--- config.mk ---
export PLATFORM = sky130hd
export DESIGN_NAME = civil_date_day_number_unit_core
export DESIGN_NICKNAME = d
export VERILOG_FILES = /design/src/rtl/cdn_pkg.sv /design/src/rtl/civil_date_day_number_unit_core.sv /design/src/rtl/cdn_to_number.sv /design/src/rtl/cdn_from_number.sv
export SDC_FILE = /design/constraint.sdc
export NUM_CORES = 2
export LEC_CHECK = 0
export BUFFER_PORTS_ARGS = -buffer_cell sky130_fd_sc_hd__clkbuf_2
export CORE_ASPECT_RATIO = 2
export CORE_MARGIN = 3
export CORE_UTILIZATION = 55
export CTS_CLUSTER_DIAMETER = 60
export DETAILED_ROUTE_END_ITERATION = 8
export PLACE_DENSITY = 0.73
export SYNTH_ARGS = -nofsm -noshare
export SYNTH_HDL_FRONTEND = slang
export SYNTH_SLANG_ARGS = --single-unit
--- constraint.sdc ---
create_clock -name clock -period 12.8 [get_ports clock]
set_input_delay 0.64 -clock clock [delete_from_list [all_inputs] [get_ports clock]]
set_output_delay 0.64 -clock clock [all_outputs]
set_load 0.005 [all_outputs]
--- src/rtl/cdn_pkg.sv ---
package cdn_pkg;

   localparam int NUM_W = 22;

   localparam logic [1:0] ORDER_EARLIER = 2'd0;
   localparam logic [1:0] ORDER_EQUAL   = 2'd1;
   localparam logic [1:0] ORDER_LATER   = 2'd2;

   // reciprocal of 100 scaled by 2^22, exact floor for 12 bit values
   localparam logic [15:0] RECIP_100 = 16'd41944;
   // reciprocal of the mean year length scaled by 2^24, rounded down
   localparam logic [15:0] RECIP_YEAR = 16'd45934;

   typedef struct packed {
      logic [2:0] load;
   } to_num_ctl_type;

   typedef struct packed {
      logic [6:0] load;
   } from_num_ctl_type;

   typedef struct packed {
      logic [16:0] day_number;
      logic [16:0] sum_day_number;
      logic [17:0] difference;
      logic [1:0]  order;
   } tail_type;

   function automatic int days_before_year(input int y);
      int p;
      p = y - 1;
      return 365 * p + p / 4 - p / 100 + p / 400;
   endfunction

   function automatic logic [8:0] days_before_month(input logic [3:0] m);
      logic [8:0] r;
      unique case (m)
         4'd2:    r = 9'd31;
         4'd3:    r = 9'd59;
         4'd4:    r = 9'd90;
         4'd5:    r = 9'd120;
         4'd6:    r = 9'd151;
         4'd7:    r = 9'd181;
         4'd8:    r = 9'd212;
         4'd9:    r = 9'd243;
         4'd10:   r = 9'd273;
         4'd11:   r = 9'd304;
         4'd12:   r = 9'd334;
         default: r = 9'd0;
      endcase
      return r;
   endfunction

   function automatic logic [4:0] month_len(input logic [3:0] m, input logic leap);
      logic [4:0] r;
      unique case (m)
         4'd2:    r = leap ? 5'd29 : 5'd28;
         4'd4, 4'd6, 4'd9, 4'd11: r = 5'd30;
         default: r = 5'd31;
      endcase
      return r;
   endfunction

endpackage

--- src/rtl/civil_date_day_number_unit_core.sv ---
// Gregorian date unit: each request carries a first date, a second date and a
// signed day offset. Out-of-range fields are replaced (year by 2000 or by
// BASE_YEAR if 2000 is outside the range, month by 1, day by 1 with the day
// checked against the corrected month). The result gives the day number of the
// first date (1 is BASE_YEAR-01-01), the date and day number reached by adding
// the offset clamped to the first and last days of the range, the difference
// of the two day numbers and their order. Fields wider than their port are
// truncated. The block is an 11 stage pipeline: one request is taken every
// cycle while the output is not stalled, and each stage holds when its successor
// is full and stalled, so stalls lose and repeat nothing.
module civil_date_day_number_unit_core #(
   parameter int BASE_YEAR = 1900,
   parameter int LAST_YEAR = 2099
) (
   input  logic        clock,
   input  logic        reset,
   input  logic        req_tvalid,
   output logic        req_tready,
   // year[11:0] month[15:12] day[20:16] offset[38:21]
   // other_year[50:39] other_month[54:51] other_day[59:55]
   input  logic [63:0] req_tdata,
   output logic        rsp_tvalid,
   input  logic        rsp_tready,
   // day_number[16:0] sum_year[28:17] sum_month[32:29] sum_day[37:33]
   // sum_day_number[54:38] difference[72:55] order[74:73]
   output logic [79:0] rsp_tdata
);

   localparam int TOP_YEAR  = (LAST_YEAR < BASE_YEAR) ? BASE_YEAR : LAST_YEAR;
   localparam int REPL_YEAR = (2000 >= BASE_YEAR && 2000 <= TOP_YEAR) ? 2000 : BASE_YEAR;
   localparam int BASE_DAYS = cdn_pkg::days_before_year(BASE_YEAR);
   localparam int LAST_NUM  = cdn_pkg::days_before_year(TOP_YEAR + 1) - BASE_DAYS;
   localparam int NW        = cdn_pkg::NUM_W;
   localparam int NST       = 11;

   logic [NST-1:0] v_ff;
   logic [NST-1:0] v_in;
   logic [NST-1:0] en;

   cdn_pkg::to_num_ctl_type   to_ctl;
   cdn_pkg::from_num_ctl_type from_ctl;

   logic [NW-1:0] n1, n2;
   logic signed [17:0] off0_ff, off1_ff, off2_ff;

   logic signed [NW-1:0] sum_raw;
   logic signed [NW-1:0] sum_cl;
   logic signed [NW-1:0] diff;
   logic [1:0]    ord;
   logic [NW-1:0] sum_ff;
   cdn_pkg::tail_type tail_in, tail_ff, tail_out;

   logic [11:0] s_year;
   logic [3:0]  s_month;
   logic [4:0]  s_day;

   always_comb begin
      en[NST-1] = !v_ff[NST-1] || rsp_tready;
      for (int i = NST - 2; i >= 0; i--) begin
         en[i] = !v_ff[i] || en[i + 1];
      end
      for (int i = 0; i < NST; i++) begin
         if (en[i]) begin
            v_in[i] = (i == 0) ? req_tvalid : v_ff[(i == 0) ? 0 : i - 1];
         end else begin
            v_in[i] = v_ff[i];
         end
      end
   end

   always_ff @(posedge clock) begin
      if (reset) begin
         v_ff <= '0;
      end else begin
         v_ff <= v_in;
      end
   end

   assign to_ctl.load   = en[2:0];
   assign from_ctl.load = en[10:4];

   cdn_to_number #(
      .BASE_YEAR (BASE_YEAR),
      .TOP_YEAR  (TOP_YEAR),
      .REPL_YEAR (REPL_YEAR),
      .BASE_DAYS (BASE_DAYS)
   ) u_first (
      .clock  (clock),
      .ctl    (to_ctl),
      .year   (req_tdata[11:0]),
      .month  (req_tdata[15:12]),
      .day    (req_tdata[20:16]),
      .number (n1)
   );

   cdn_to_number #(
      .BASE_YEAR (BASE_YEAR),
      .TOP_YEAR  (TOP_YEAR),
      .REPL_YEAR (REPL_YEAR),
      .BASE_DAYS (BASE_DAYS)
   ) u_second (
      .clock  (clock),
      .ctl    (to_ctl),
      .year   (req_tdata[50:39]),
      .month  (req_tdata[54:51]),
      .day    (req_tdata[59:55]),
      .number (n2)
   );

   always_ff @(posedge clock) begin
      if (en[0]) begin
         off0_ff <= $signed(req_tdata[38:21]);
      end
      if (en[1]) begin
         off1_ff <= off0_ff;
      end
      if (en[2]) begin
         off2_ff <= off1_ff;
      end
   end

   // offset sum with clamp, difference and order
   always_comb begin
      sum_raw = $signed(n1) + NW'(off2_ff);
      priority if (sum_raw < $signed(NW'(1))) begin
         sum_cl = NW'(1);
      end else if (sum_raw > $signed(NW'(LAST_NUM))) begin
         sum_cl = NW'(LAST_NUM);
      end else begin
         sum_cl = sum_raw;
      end
      diff = $signed(n1) - $signed(n2);
      priority if (n1 < n2) begin
         ord = cdn_pkg::ORDER_EARLIER;
      end else if (n1 == n2) begin
         ord = cdn_pkg::ORDER_EQUAL;
      end else begin
         ord = cdn_pkg::ORDER_LATER;
      end
      tail_in.day_number     = n1[16:0];
      tail_in.sum_day_number = sum_cl[16:0];
      tail_in.difference     = diff[17:0];
      tail_in.order          = ord;
   end

   always_ff @(posedge clock) begin
      if (en[3]) begin
         sum_ff  <= sum_cl;
         tail_ff <= tail_in;
      end
   end

   cdn_from_number #(
      .BASE_DAYS (BASE_DAYS)
   ) u_from (
      .clock    (clock),
      .ctl      (from_ctl),
      .number   (sum_ff),
      .tail     (tail_ff),
      .year     (s_year),
      .month    (s_month),
      .day      (s_day),
      .tail_out (tail_out)
   );

   assign req_tready = en[0];
   assign rsp_tvalid = v_ff[NST-1];
   assign rsp_tdata  = {5'd0, tail_out.order, tail_out.difference,
                        tail_out.sum_day_number, s_day, s_month, s_year,
                        tail_out.day_number};

`ifndef ASSERT_OFF
   a_full_stall : assert property (@(posedge clock) disable iff (reset)
      (&v_ff) && !rsp_tready |-> !req_tready)
      else $error("request taken with a full stalled pipeline");

   a_order_diff : assert property (@(posedge clock) disable iff (reset)
      rsp_tvalid |-> ((tail_out.order == cdn_pkg::ORDER_EQUAL) ==
                      (tail_out.difference == 18'd0)))
      else $error("order disagrees with difference");

   a_sum_date : assert property (@(posedge clock) disable iff (reset)
      rsp_tvalid |-> (s_month >= 4'd1 && s_month <= 4'd12 && s_day >= 5'd1 &&
                      s_year >= 12'(BASE_YEAR) && s_year <= 12'(TOP_YEAR)))
      else $error("sum date out of range");

   a_advance : assert property (@(posedge clock) disable iff (reset)
      v_ff[3] && en[4] |=> v_ff[4])
      else $error("item lost between stages");
`endif

endmodule

--- src/rtl/cdn_to_number.sv ---
module cdn_to_number #(
   parameter int BASE_YEAR = 1900,
   parameter int TOP_YEAR  = 2099,
   parameter int REPL_YEAR = 2000,
   parameter int BASE_DAYS = 693595
) (
   input  logic                       clock,
   input  cdn_pkg::to_num_ctl_type    ctl,
   input  logic [11:0]                year,
   input  logic [3:0]                 month,
   input  logic [4:0]                 day,
   output logic [cdn_pkg::NUM_W-1:0]  number
);

   logic [11:0] yc;
   logic [11:0] p;
   logic [27:0] prod;
   logic [3:0]  mc;

   logic [11:0] p_ff;
   logic [5:0]  pq_ff;
   logic [3:0]  mo_ff;
   logic [4:0]  dy_ff;

   logic [11:0] r100;
   logic        leap;
   logic [4:0]  mlen;
   logic [4:0]  dc;
   logic [cdn_pkg::NUM_W-1:0] ypart_in;

   logic [cdn_pkg::NUM_W-1:0] ypart_ff;
   logic [3:0]  mo2_ff;
   logic [4:0]  dy2_ff;
   logic        leap_ff;

   logic [cdn_pkg::NUM_W-1:0] number_in;
   logic [cdn_pkg::NUM_W-1:0] number_ff;

   // year and month fix, year divided by 100
   always_comb begin
      if (year < 12'(BASE_YEAR) || year > 12'(TOP_YEAR)) begin
         yc = 12'(REPL_YEAR);
      end else begin
         yc = year;
      end
      p    = yc - 12'd1;
      prod = {16'd0, p} * {12'd0, cdn_pkg::RECIP_100};
      if (month < 4'd1 || month > 4'd12) begin
         mc = 4'd1;
      end else begin
         mc = month;
      end
   end

   always_ff @(posedge clock) begin
      if (ctl.load[0]) begin
         p_ff  <= p;
         pq_ff <= prod[27:22];
         mo_ff <= mc;
         dy_ff <= day;
      end
   end

   // leap year, day fix, days before the year
   always_comb begin
      r100 = p_ff - 12'({6'd0, pq_ff} * 12'd100);
      leap = (p_ff[1:0] == 2'd3 && r100 != 12'd99) ||
             (r100 == 12'd99 && pq_ff[1:0] == 2'd3);
      mlen = cdn_pkg::month_len(mo_ff, leap);
      if (dy_ff == 5'd0 || dy_ff > mlen) begin
         dc = 5'd1;
      end else begin
         dc = dy_ff;
      end
      ypart_in = cdn_pkg::NUM_W'(p_ff) * cdn_pkg::NUM_W'(365)
               + cdn_pkg::NUM_W'(p_ff[11:2])
               - cdn_pkg::NUM_W'(pq_ff)
               + cdn_pkg::NUM_W'(pq_ff[5:2])
               - cdn_pkg::NUM_W'(BASE_DAYS);
   end

   always_ff @(posedge clock) begin
      if (ctl.load[1]) begin
         ypart_ff <= ypart_in;
         mo2_ff   <= mo_ff;
         dy2_ff   <= dc;
         leap_ff  <= leap;
      end
   end

   assign number_in = ypart_ff
                    + cdn_pkg::NUM_W'(cdn_pkg::days_before_month(mo2_ff))
                    + cdn_pkg::NUM_W'(leap_ff && mo2_ff > 4'd2)
                    + cdn_pkg::NUM_W'(dy2_ff);

   always_ff @(posedge clock) begin
      if (ctl.load[2]) begin
         number_ff <= number_in;
      end
   end

   assign number = number_ff;

endmodule

--- src/rtl/cdn_from_number.sv ---
module cdn_from_number #(
   parameter int BASE_DAYS = 693595
) (
   input  logic                       clock,
   input  cdn_pkg::from_num_ctl_type  ctl,
   input  logic [cdn_pkg::NUM_W-1:0]  number,
   input  cdn_pkg::tail_type          tail,
   output logic [11:0]                year,
   output logic [3:0]                 month,
   output logic [4:0]                 day,
   output cdn_pkg::tail_type          tail_out
);

   localparam int NW = cdn_pkg::NUM_W;

   cdn_pkg::tail_type tail_ff [7];

   logic [NW-1:0] da_ff, db_ff, dc_ff, dd_ff;
   logic [NW+15:0] est;
   logic [13:0]   e;
   logic [11:0]   e2_ff, e2c_ff, e2d_ff;
   logic [11:0]   x [3];
   logic [27:0]   qprod [3];
   logic [5:0]    q_ff [3];
   logic [11:0]   r [3];
   logic [2:0]    leap_in;
   logic [2:0]    leap_ff;
   logic [NW-1:0] s0_in, s0_ff;

   logic signed [NW-1:0] rem0, rem1, rem2;
   logic [8:0]    rem_in, rem_ff;
   logic [11:0]   yr_in, yr_ff, yr2_ff, yr3_ff;
   logic          lsel_in, lsel_ff, lsel2_ff;

   logic [3:0]    mo_in, mo_ff, mo3_ff;
   logic [8:0]    rem2_ff;
   logic [8:0]    th;
   logic [4:0]    dy_in, dy_ff;

   always_ff @(posedge clock) begin
      for (int i = 0; i < 7; i++) begin
         if (ctl.load[i]) begin
            tail_ff[i] <= (i == 0) ? tail : tail_ff[(i == 0) ? 0 : i - 1];
         end
      end
   end

   // absolute day count from the first day of the era
   always_ff @(posedge clock) begin
      if (ctl.load[0]) begin
         da_ff <= number - NW'(1) + NW'(BASE_DAYS);
      end
   end

   // year estimate, may be one off either way
   always_comb begin
      est = {16'd0, da_ff} * {{NW{1'b0}}, cdn_pkg::RECIP_YEAR};
      e   = est[NW+15:24];
   end

   always_ff @(posedge clock) begin
      if (ctl.load[1]) begin
         db_ff <= da_ff;
         e2_ff <= 12'(e - 14'd1);
      end
   end

   // three candidate years divided by 100
   always_comb begin
      for (int k = 0; k < 3; k++) begin
         x[k]     = e2_ff + 12'(k);
         qprod[k] = {16'd0, x[k]} * {12'd0, cdn_pkg::RECIP_100};
      end
   end

   always_ff @(posedge clock) begin
      if (ctl.load[2]) begin
         dc_ff  <= db_ff;
         e2c_ff <= e2_ff;
         for (int k = 0; k < 3; k++) begin
            q_ff[k] <= qprod[k][27:22];
         end
      end
   end

   // leap flags of the candidates and start of the first one
   always_comb begin
      for (int k = 0; k < 3; k++) begin
         r[k] = (e2c_ff + 12'(k)) - 12'({6'd0, q_ff[k]} * 12'd100);
         leap_in[k] = ((e2c_ff[1:0] + 2'(k)) == 2'd3 && r[k] != 12'd99) ||
                      (r[k] == 12'd99 && q_ff[k][1:0] == 2'd3);
      end
      s0_in = NW'(e2c_ff) * NW'(365) + NW'(e2c_ff[11:2])
            - NW'(q_ff[0]) + NW'(q_ff[0][5:2]);
   end

   always_ff @(posedge clock) begin
      if (ctl.load[3]) begin
         dd_ff   <= dc_ff;
         e2d_ff  <= e2c_ff;
         leap_ff <= leap_in;
         s0_ff   <= s0_in;
      end
   end

   // pick the year and the day within it
   always_comb begin
      rem0 = $signed(dd_ff - s0_ff);
      rem1 = rem0 - $signed(NW'(365) + NW'(leap_ff[0]));
      rem2 = rem1 - $signed(NW'(365) + NW'(leap_ff[1]));
      priority if (rem2 >= 0) begin
         rem_in  = rem2[8:0];
         yr_in   = e2d_ff + 12'd3;
         lsel_in = leap_ff[2];
      end else if (rem1 >= 0) begin
         rem_in  = rem1[8:0];
         yr_in   = e2d_ff + 12'd2;
         lsel_in = leap_ff[1];
      end else begin
         rem_in  = rem0[8:0];
         yr_in   = e2d_ff + 12'd1;
         lsel_in = leap_ff[0];
      end
   end

   always_ff @(posedge clock) begin
      if (ctl.load[4]) begin
         rem_ff  <= rem_in;
         yr_ff   <= yr_in;
         lsel_ff <= lsel_in;
      end
   end

   // month by counting passed month starts
   always_comb begin
      mo_in = 4'd1;
      for (int m = 2; m <= 12; m++) begin
         th = cdn_pkg::days_before_month(4'(m)) + 9'(lsel_ff && m > 2);
         mo_in = mo_in + 4'(rem_ff >= th);
      end
   end

   always_ff @(posedge clock) begin
      if (ctl.load[5]) begin
         mo_ff    <= mo_in;
         rem2_ff  <= rem_ff;
         yr2_ff   <= yr_ff;
         lsel2_ff <= lsel_ff;
      end
   end

   assign dy_in = 5'(rem2_ff - cdn_pkg::days_before_month(mo_ff)
                  - 9'(lsel2_ff && mo_ff > 4'd2) + 9'd1);

   always_ff @(posedge clock) begin
      if (ctl.load[6]) begin
         dy_ff  <= dy_in;
         mo3_ff <= mo_ff;
         yr3_ff <= yr2_ff;
      end
   end

   assign year     = yr3_ff;
   assign month    = mo3_ff;
   assign day      = dy_ff;
   assign tail_out = tail_ff[6];

endmodule
==> flow_metrics.tcl <==
set metrics [dict create \
    wirelength_mm 134 \
    layout_top_registers "u_from.tail_ff (374), tail_ff (37)" \
    critPathLaunchType "flop" \
    route.detailed.wl_per_inst_um 17.6 \
    timing.final.crit_share_pct 63.6 \
    start_util_pct 55.6 \
    via_count_of_the_first_global_routing_pass 44496 \
    grt_pass1_wl_mm 219 \
    synth_top_cell_area_share_pct 38.6 \
    synth.lib_cells_used.distinct 92 \
    tritoncts "done" \
    core_um2 123000 \
    master_of_the_slowest_instance_on_the_critical_path "sky130_fd_sc_hd__fa_1" \
    layout_commonest_cell "sky130_fd_sc_hd__inv_1" \
    worst_endpoint_required_time_ns 13.21 \
    ys_seq_area_share_pct 39.5 \
    drt_drc_violations_left 0 \
    max-slew-margin-rel_pct 21.6 \
    most-common-layout-cells "sky130_fd_sc_hd__inv_1 (1221), sky130_fd_sc_hd__ha_1 (1068), sky130_fd_sc_hd__edfxtp_1 (881), sky130_fd_sc_hd__fa_1 (584), sky130_fd_sc_hd__xnor2_1 (228)" \
    post-place-cells 7466 \
    synth.largest_area_cell "sky130_fd_sc_hd__edfxtp_1" \
    maxClockFrequency_ghz 0.123 \
    synth-main-ff-cell "sky130_fd_sc_hd__edfxtp_1" \
    place_hpwl_mm 112 \
    synth_seq_cells 915 \
    final-instance-count-excl-fill 7619 \
    netlist_instances 5678 \
    clock_pin_slew_of_the_registers_on_the_worst_case_setup_and_hold_paths_ns 0.07 \
    layout.nets 7614 \
    horizontal_extent_of_the_die_um 256 \
    totalNegativeSetupSlack_ns 0 \
    floorplan.rows 182 \
    postCtsSetupBuffers 0 \
    worstSetupEndpointType "flop" \
    layout-drive-gt1-share_pct 6.14 \
    outcome "completed" \
    ctsRootBufferMaster "sky130_fd_sc_hd__clkbuf_16" \
    ioPinCount 150 \
    path_category_of_the_worst_min_delay_check "input port to flop" \
    port_buffers 140 \
    setup_viol 0 \
    vias 40561 \
    cp_data_arrival_time_ns 8.55 \
    synthToLayoutAreaGrowth_pct 8.37 \
    vias_per_cell 5.32 \
    timing.critical_path.cells "inv_1 > fa_1 > inv_1 > fa_1 > fa_1 > ha_1 > inv_1 > fa_1 > inv_1 > fa_1 > ha_1 > and4_1 > a221oi_1 > o211ai_1 > a221oi_2 > a21boi_0 > or4_1 > a2bb2oi_1 > nand2_1 > or3b_2 > nor3b_2 > o221ai_1 > a311oi_1 > xnor2_1" \
    max_cap_violation_count 0 \
    grt_start_max_net_pins 88 \
    firstDrtPassIters 5 \
    cts_repair_resize_count 0 \
    worstSkewPairLatency_ns 0.70 \
    slew_viol_final 0 \
    holdBufCountCts 0 \
    timing.setup.critical_path_class "flop to flop" \
    antenna_found_initial 1 \
    grt.total_usage_pct 21.4 \
    gp_routability_congestion 0.928 \
    clkSinkCount 915 \
    numCtsBuffers 82 \
    cpLargestDelayFamily "adder cells" \
    finalClockSkew_ns 0.0384 \
    tightestPinTransition_ns 1.18 \
    die_h_um 506 \
    clock_tree.buffer_depth 3 \
    synth-edff-count 881 \
    htree_num_levels 3 \
    synth.area.top_cells "sky130_fd_sc_hd__edfxtp_1 (39%), sky130_fd_sc_hd__ha_1 (19%), sky130_fd_sc_hd__fa_1 (17%)" \
    rsz0062_at_grt "no" \
    postRouteAntennaNets 0 \
    detailedRoute.firstIterationViolations 1431 \
    worstPathMaxFanout 6 \
    avgSynthCellArea_um2 12.1 \
    largest_reg_flops 374 \
    post-route-min-period_ns 8.14 \
    largest-register "u_from.tail_ff" \
    design.die.area_um2 129000 \
    netlist_area_before_placement_um2 68600 \
    yosysWarningCount 0 \
    grt_overflow 0 \
    synth_async_sr_flop_share_pct 0 \
    path_common_cell "sky130_fd_sc_hd__fa_1" \
    worst_path_largest_cell_delay_ns 0.58 \
    critical_path_buf_inv_count 4 \
    hold_violations 0 \
]
-- cell usage after synthesis, types with 24 or more instances --
cell and n:
sky130_fd_sc_hd__a21boi_0 27, sky130_fd_sc_hd__nand2_1 193, sky130_fd_sc_hd__fa_1 584, sky130_fd_sc_hd__edfxtp_1 881, sky130_fd_sc_hd__a21oi_1 180, sky130_fd_sc_hd__nor2_1 218, sky130_fd_sc_hd__dfxtp_1 34, sky130_fd_sc_hd__o21ai_0 152
sky130_fd_sc_hd__a21o_1 94, sky130_fd_sc_hd__o21a_1 38, sky130_fd_sc_hd__nor2b_1 56, sky130_fd_sc_hd__nand3_1 48, sky130_fd_sc_hd__xnor2_1 228, sky130_fd_sc_hd__and3_1 27, sky130_fd_sc_hd__nand4_1 26, sky130_fd_sc_hd__inv_1 1225
sky130_fd_sc_hd__or2_2 24, sky130_fd_sc_hd__a31oi_1 28, sky130_fd_sc_hd__ha_1 1068, sky130_fd_sc_hd__xor2_1 105, sky130_fd_sc_hd__nand2b_1 37, sky130_fd_sc_hd__nor3_1 60
-- through the flow --
step	setup slack, ns	hold slack [ns]	util [%]	area [um2]
2_1_floorplan	1.76	0.400	-	68600
3_3_place_gp	4.04	0.400	57.9	71400
3_5_place_dp	3.98	0.405	57.9	71400
4_1_cts	4.56	0.0616	60.2	74400
5_1_grt	4.07	0.0733	60.2	74400
6_report	4.66	0.113	60.2	74400
-- path summary, 6_finish.rpt --
kind                        start           endpoint  slack [ns]  cells after the start
setup / recovery  u_from.da_ff[9]   u_from.e2_ff[11]        4.66                     24
hold / removal      req_tdata[55]  u_second.dy_ff[0]        0.11                      1
setup reg to reg  u_from.da_ff[9]   u_from.e2_ff[11]        4.66                     24
hold reg to reg   u_from.db_ff[6]    u_from.dc_ff[6]        0.40                      0
-- final cells by class --
cell class / instances / area, um2
fill: 9862 / 49100
multi-input combinational: 3511 / 36800
sequential: 915 / 27100
inverter: 1226 / 4610
clock buffer: 97 / 2150
tap: 1656 / 2070
timing repair buffer: 158 / 836
clock inverter: 55 / 757
antenna: 1 / 2.50
-- logic make-up after synthesis --
| logic type | share of synthesized area [%] |
|---|---|
| AOI/OAI and AO/OA | 6.57 |
| DFF | 39.5 |
| and+or+nand+nor | 5.81 |
| buffers and inverters | 6.95 |
| other | 0.00547 |
| muxes | 0.292 |
| xor gates and xnor gates | 4.31 |
| adders and majority gates | 36.5 |
-- routing by layer --
metal	GRT usage, %	up-vias	wire [um]
met5	0	-	0
met4	14.0	0	9870
met3	2.42	433	3360
met2	43.6	767	77300
met1	19.4	19793	43300
li1	-	19568	-
Power is left out: the tool's default activity adds up to more than one toggle a clock period on the data nets, which glitch-free logic cannot reach.
